`src/rtl/deq_pkg.sv`:
```
`timescale 1ns / 1ps

package deq_pkg;

  // Fixed field widths of the item channels
  localparam int unsigned OpW     = 3;
  localparam int unsigned ValW    = 32;
  localparam int unsigned StatusW = 2;
  localparam int unsigned OccW    = 7;

  // Cells per group of the registered rear-read tree
  localparam int unsigned GrpSize = 8;

  typedef logic [OccW-1:0] occ_t;

  typedef enum logic [OpW-1:0] {
    OP_PUSH_FRONT = 3'd0,
    OP_PUSH_REAR  = 3'd1,
    OP_POP_FRONT  = 3'd2,
    OP_POP_REAR   = 3'd3,
    OP_LIST       = 3'd4
  } op_e;

  typedef enum logic [StatusW-1:0] {
    STAT_OK    = 2'd0,
    STAT_EMPTY = 2'd1,
    STAT_FULL  = 2'd2
  } status_e;

  // Command broadcast to every cell of the row
  typedef enum logic [2:0] {
    CMD_HOLD       = 3'd0,
    CMD_PUSH_FRONT = 3'd1,
    CMD_PUSH_REAR  = 3'd2,
    CMD_SHIFT_OUT  = 3'd3,
    CMD_ROTATE     = 3'd4
  } cmd_e;

  typedef struct packed {
    cmd_e op;
    occ_t count;
  } cell_cmd_t;

endpackage

```
`src/rtl/deq_cell.sv`:
```
`timescale 1ns / 1ps

module deq_cell #(
  parameter int unsigned DataWidth = 32,
  parameter int unsigned Index     = 0
) (
  input  logic                  clk_i,
  input  deq_pkg::cell_cmd_t    cmd_i,
  input  logic [DataWidth-1:0]  load_i,
  input  logic [DataWidth-1:0]  left_i,
  input  logic [DataWidth-1:0]  right_i,
  output logic [DataWidth-1:0]  value_o,
  output logic [DataWidth-1:0]  tap_o
);
  import deq_pkg::*;

  logic [DataWidth-1:0] val_q, val_d;
  logic                 is_tail;
  logic                 is_rear;
  logic                 below_rear;

  // Locate this cell relative to the live region
  assign is_tail    = (cmd_i.count == OccW'(Index));
  assign is_rear    = (cmd_i.count == OccW'(Index + 1));
  assign below_rear = (OccW'(Index + 1) < cmd_i.count);

  // Pick the next value from the neighbors or the load bus
  always_comb begin
    val_d = val_q;
    unique case (cmd_i.op)
      CMD_PUSH_FRONT: val_d = left_i;
      CMD_PUSH_REAR: begin
        if (is_tail) val_d = load_i;
      end
      CMD_SHIFT_OUT:  val_d = right_i;
      CMD_ROTATE: begin
        if (is_rear) begin
          val_d = load_i;
        end else if (below_rear) begin
          val_d = right_i;
        end
      end
      default: val_d = val_q;
    endcase
  end

  always_ff @(posedge clk_i) begin
    val_q <= val_d;
  end

  assign value_o = val_q;
  // Offer the value only when this cell holds the rear entry
  assign tap_o   = is_rear ? val_q : '0;

endmodule

```
`config.mk`:
```
export PLATFORM = sky130hd
export DESIGN_NAME = deq_cell
export DESIGN_NICKNAME = d
export VERILOG_FILES = /design/src/rtl/deq_pkg.sv /design/src/rtl/deq_cell.sv
export SDC_FILE = /design/constraint.sdc
export NUM_CORES = 1
export LEC_CHECK = 0
export CAP_MARGIN = 30
export CORE_MARGIN = 3
export CORE_UTILIZATION = 64
export CTS_CLUSTER_SIZE = 14
export DETAILED_ROUTE_END_ITERATION = 8
export DONT_BUFFER_PORTS = 1
export HOLD_SLACK_MARGIN = 0.1
export PLACE_DENSITY_LB_ADDON = 0.08
export SKIP_LAST_GASP = 1
export SLEW_MARGIN = 20
export SYNTH_ARGS = -nofsm -noshare
export SYNTH_HDL_FRONTEND = slang
export SYNTH_SLANG_ARGS = --single-unit
export TNS_END_PERCENT = 1
```
`constraint.sdc`:
```
create_clock -name clk_i -period 4.1 [get_ports clk_i]
set_clock_uncertainty 0.15 [all_clocks]
set_input_delay 0.82 -clock clk_i [delete_from_list [all_inputs] [get_ports clk_i]]
set_output_delay 0.82 -clock clk_i [all_outputs]
set_load 0.02 [all_outputs]
```
==> results by stage <==
Status:
- The flow ran to the end, and the final reports show no timing, DRC or antenna violations.

Cells and area:
- From synthesis to final layout, the design area changed by 2.73%.
- The number of antenna diodes in the final layout is 0.
- The filler cell count in the final layout is 311.
- After routing the design area is between 0.002 and 0.003 mm^2.
- For this run, the post-layout net count is between 300 and 400.
- In the final layout, the share of cells above drive strength 1 is 0.0737.
- The final standard cell utilization of the core is 0.696.
- The register with the most flip-flops in the layout has 32 of them.

Place:
- The post-place instance area is 0.00248 mm^2.
- The congestion estimate from routability-driven global placement came to approximately 0.85.
- Buffers placed on the I/O ports in this run total 0.
- Once detailed placement completed, the half-perimeter wirelength came to around 5100 um.
- At the placement stage, the worst setup path has a slack of 1.11 ns.

Yosys:
- The proportion of synthesized flip-flops having asynchronous set or reset is 0.
- The number of standard cells after synthesis is just over 300.
- The synthesized area per cell is roughly 8.3 um^2.
- The share of synthesized area in the top cell type comes to 0.382.
- After synthesis, the cell types taking the most area are sky130_fd_sc_hd__edfxtp_1, sky130_fd_sc_hd__a22oi_1, sky130_fd_sc_hd__nand2_1.
- The combined area of all synthesized cells is ~0.0025 mm^2.
- The post-synthesis cell type with the largest combined area is sky130_fd_sc_hd__edfxtp_1.
- The synthesized design contains 32 enable-type register cells.
- The most frequently used flop master after synthesis is sky130_fd_sc_hd__edfxtp_1.
- Synthesis produced a netlist with a net count of 409.
- The sequential-to-total area share from yosys stat is 0.382.
- The number of distinct library cells after synthesis is 24.
- The count of yosys warnings during synthesis is 0.
- The synthesized flop and latch total is 32.

Flow run:
- The number of max-cap violations is 0.

Floorplanning:
- about 170 I/O pins were placed.
- The height of the die is between 60 and 70 um.
- The die covers between 0.004 and 0.005 mm^2.
- For this configuration, the core starts out at a cell density of 0.677.
- The die is just under 70 um wide.
- The number of standard-cell rows in the floorplan is 22.
- The core region is 0.00372 mm^2.

Setup path:
- The first element of the critical path is cmd_i[3].
- The maximum fanout along the worst path is 32.
- In this run the worst setup path terminates at tap_o[25].
- By startpoint and endpoint, the worst setup path is classified as in -> out.
- STA classifies the critical path endpoint as an output pin.
- The type of origin of the critical path is a primary input.
- The endpoint required time on the critical path is around 3.1 ns.
- The data arrival time of the critical path is a little over 2 ns.

Global route:
- The total global routing track utilization is 0.292.
- The number of global-route vias before repair is 2135.
- The initial antenna violation count is 0.
- The wire length of the first global-routing pass is between 10000 and 15000 um.
- The pin count of the biggest net entering global routing is 36.
- For this run the aggregate overflow at the end of global routing stands at 0.

Power:
- Cell internal power was estimated by the tool at between 0.5 and 0.6 mW.
- Dividing total power by cell area gives a power density of ~330 mW/mm^2.
- The share of total power dissipated in sequential elements is 0.569.
- Of the total power, the clock network draws 0.271.
- For this design the static power due to leakage is a little under 0.9 nW.
- The net switching fraction of the power is 0.302.
- The worst-case IR drop observed on VDD is ~0.18 mV.
- The power spent charging and discharging nets is 0.254 mW.
- The combinational fraction of design power is 0.160.

CTS:
- In this run, post-CTS hold repair placed 0 buffers.
- The buffers inserted during post-CTS setup optimization is 0.
- The tree is rooted in a sky130_fd_sc_hd__clkbuf_8.
- The total clock sinks is 32.
- The maximum count of clock buffers along a single path is 2.
- The number of clock buffers inserted by TritonCTS is 5.
- After clock tree synthesis, the clock-pin slew on the worst setup and hold paths is 0.07 ns.
- The post-CTS resize count is 0.
- The maximum level of the CTS H-tree is 2.
- The TritonCTS clock tree is built.

Routing:
- The routed layout has between 2000 and 2500 vias.
- The remaining routing DRC violations is 0.
- Using the TritonRoute via totals, the vias-per-cell ratio works out to about 7.1.
- The sum of routed wire length over all layers is between 7000 and 8000 um.
- The starting DRC count in detailed routing is ~260.
- The post-detailed-route count of antenna-violating nets is 0.
- The count of TritonRoute iterations in the first routing pass is 5.
- After detailed routing, the average wire length per cell comes to 22.6 um.

Timing:
- Setup repair after global routing left no endpoint under its margin.
- The final setup slack of the worst path is 1.10 ns.
- The aggregate negative setup slack is 0 ns.
- In the finished design, the share of the clock period the worst path needs comes to 0.731.
- The actual transition at the worst max-transition pin is between 0.8 and 0.9 ns.
- For this run, the top clock speed supported by timing is ~330 MHz.
- The count of pins over their slew limit is 0.
- The worst pin sits at a relative slew slack of 0.455.
- The count of endpoints failing hold in the final timing report is 0.
- The minimum clock period after layout is between 2 and 3 ns.
- Setup violations remaining at the end of the flow were counted as 0.

Hold path:
- The class of the tightest hold or removal check is in -> reg.
-- layout by cell type (no fill, tap or decap) --
master                       n
sky130_fd_sc_hd__o21ai_0     1
sky130_fd_sc_hd__and3_1      1
sky130_fd_sc_hd__nand2_1    63
sky130_fd_sc_hd__nor2_1      1
sky130_fd_sc_hd__a22oi_1    32
sky130_fd_sc_hd__nor2b_2     3
sky130_fd_sc_hd__clkbuf_8    5
sky130_fd_sc_hd__and3_2      1
sky130_fd_sc_hd__clkinv_2    2
sky130_fd_sc_hd__o2bb2ai_4   1
sky130_fd_sc_hd__a21boi_1    1
sky130_fd_sc_hd__clkinv_1    1
sky130_fd_sc_hd__nand3_1     1
sky130_fd_sc_hd__a21oi_1    32
sky130_fd_sc_hd__o21a_1     31
sky130_fd_sc_hd__edfxtp_1   32
sky130_fd_sc_hd__mux2i_1     1
sky130_fd_sc_hd__nand2b_1    1
sky130_fd_sc_hd__nor3_1      1
sky130_fd_sc_hd__and3b_1     1
sky130_fd_sc_hd__buf_4       7
sky130_fd_sc_hd__a31oi_1    32
sky130_fd_sc_hd__and2_1     32
sky130_fd_sc_hd__nor4_4      1
sky130_fd_sc_hd__buf_12      1
-- cell type report --
cell class | instances | area [um^2] | area share
clock buffer | 5 | 68.8 | 0.0266
clock inverter | 3 | 13.8 | 0.00532
multi-input combinational | 237 | 1410 | 0.545
sequential | 32 | 961 | 0.372
tap | 48 | 60.1 | 0.0232
timing repair buffer | 8 | 72.6 | 0.0281
-- power groups by stage --
stage,Sequential (mW),Combinational [mW],Clock [mW]
global route,0.484,0.148,0.245
finish,0.479,0.134,0.228
detailed placement,0.486,0.130,0
global placement,0.486,0.125,0
floorplan,0.477,0.112,0
CTS,0.479,0.129,0.233
-- per-layer routing --
layer	GRT usage	vias to the layer above	wire (um)
li1	-	1074	-
met1	0.348	1113	2750
met5	0	-	0
met2	0.517	181	3780
met3	0.0875	8	956
met4	0.0657	0	43
-- worst min path at each step --
stage                start  cells past startpoint  slack, ns           to
2_1_floorplan   right_i[0]                      2       0.94   value_o[0]
3_3_place_gp   right_i[21]                      2       0.94  value_o[21]
3_5_place_dp   right_i[16]                      2       0.95  value_o[16]
4_1_cts         right_i[5]                      2       0.65   value_o[5]
5_1_grt         right_i[5]                      2       0.64   value_o[5]
6_report         load_i[4]                      2       0.65   value_o[4]
-- cell families (layout without fill, tap and decap cells) --
kind of cell,after synthesis,in the layout,synth area share
simple gates,106,106,0.206
compound gates,130,130,0.339
flops,32,32,0.382
buf+inv,33,16,0.0686
mux,1,1,0.00398
-- worst max-delay path, cell delays in order --
cell and delay (ns):
sky130_fd_sc_hd__nor4_4 0.33, sky130_fd_sc_hd__and3_2 0.54, sky130_fd_sc_hd__and2_1 0.33
-- synthesized netlist by cell type, types with 3 or more instances --
master                     count
sky130_fd_sc_hd__a21oi_1      32
sky130_fd_sc_hd__a22oi_1      32
sky130_fd_sc_hd__a31oi_1      32
sky130_fd_sc_hd__and2_1       32
sky130_fd_sc_hd__buf_2        14
sky130_fd_sc_hd__buf_6         4
sky130_fd_sc_hd__clkbuf_1     14
sky130_fd_sc_hd__edfxtp_1     32
sky130_fd_sc_hd__nand2_1      63
sky130_fd_sc_hd__nor2b_1       3
sky130_fd_sc_hd__o21a_1       31
-- per-stage QoR --
stage               hold WS (ns)  power [mW]  instances
finish                     0.652       0.841        333
detailed placement         0.946       0.616        324
floorplan                  0.939       0.589        302
global route               0.645       0.877        333
global placement           0.944       0.611        324
CTS                        0.646       0.842        332
(Power assumes the default switching activity.)
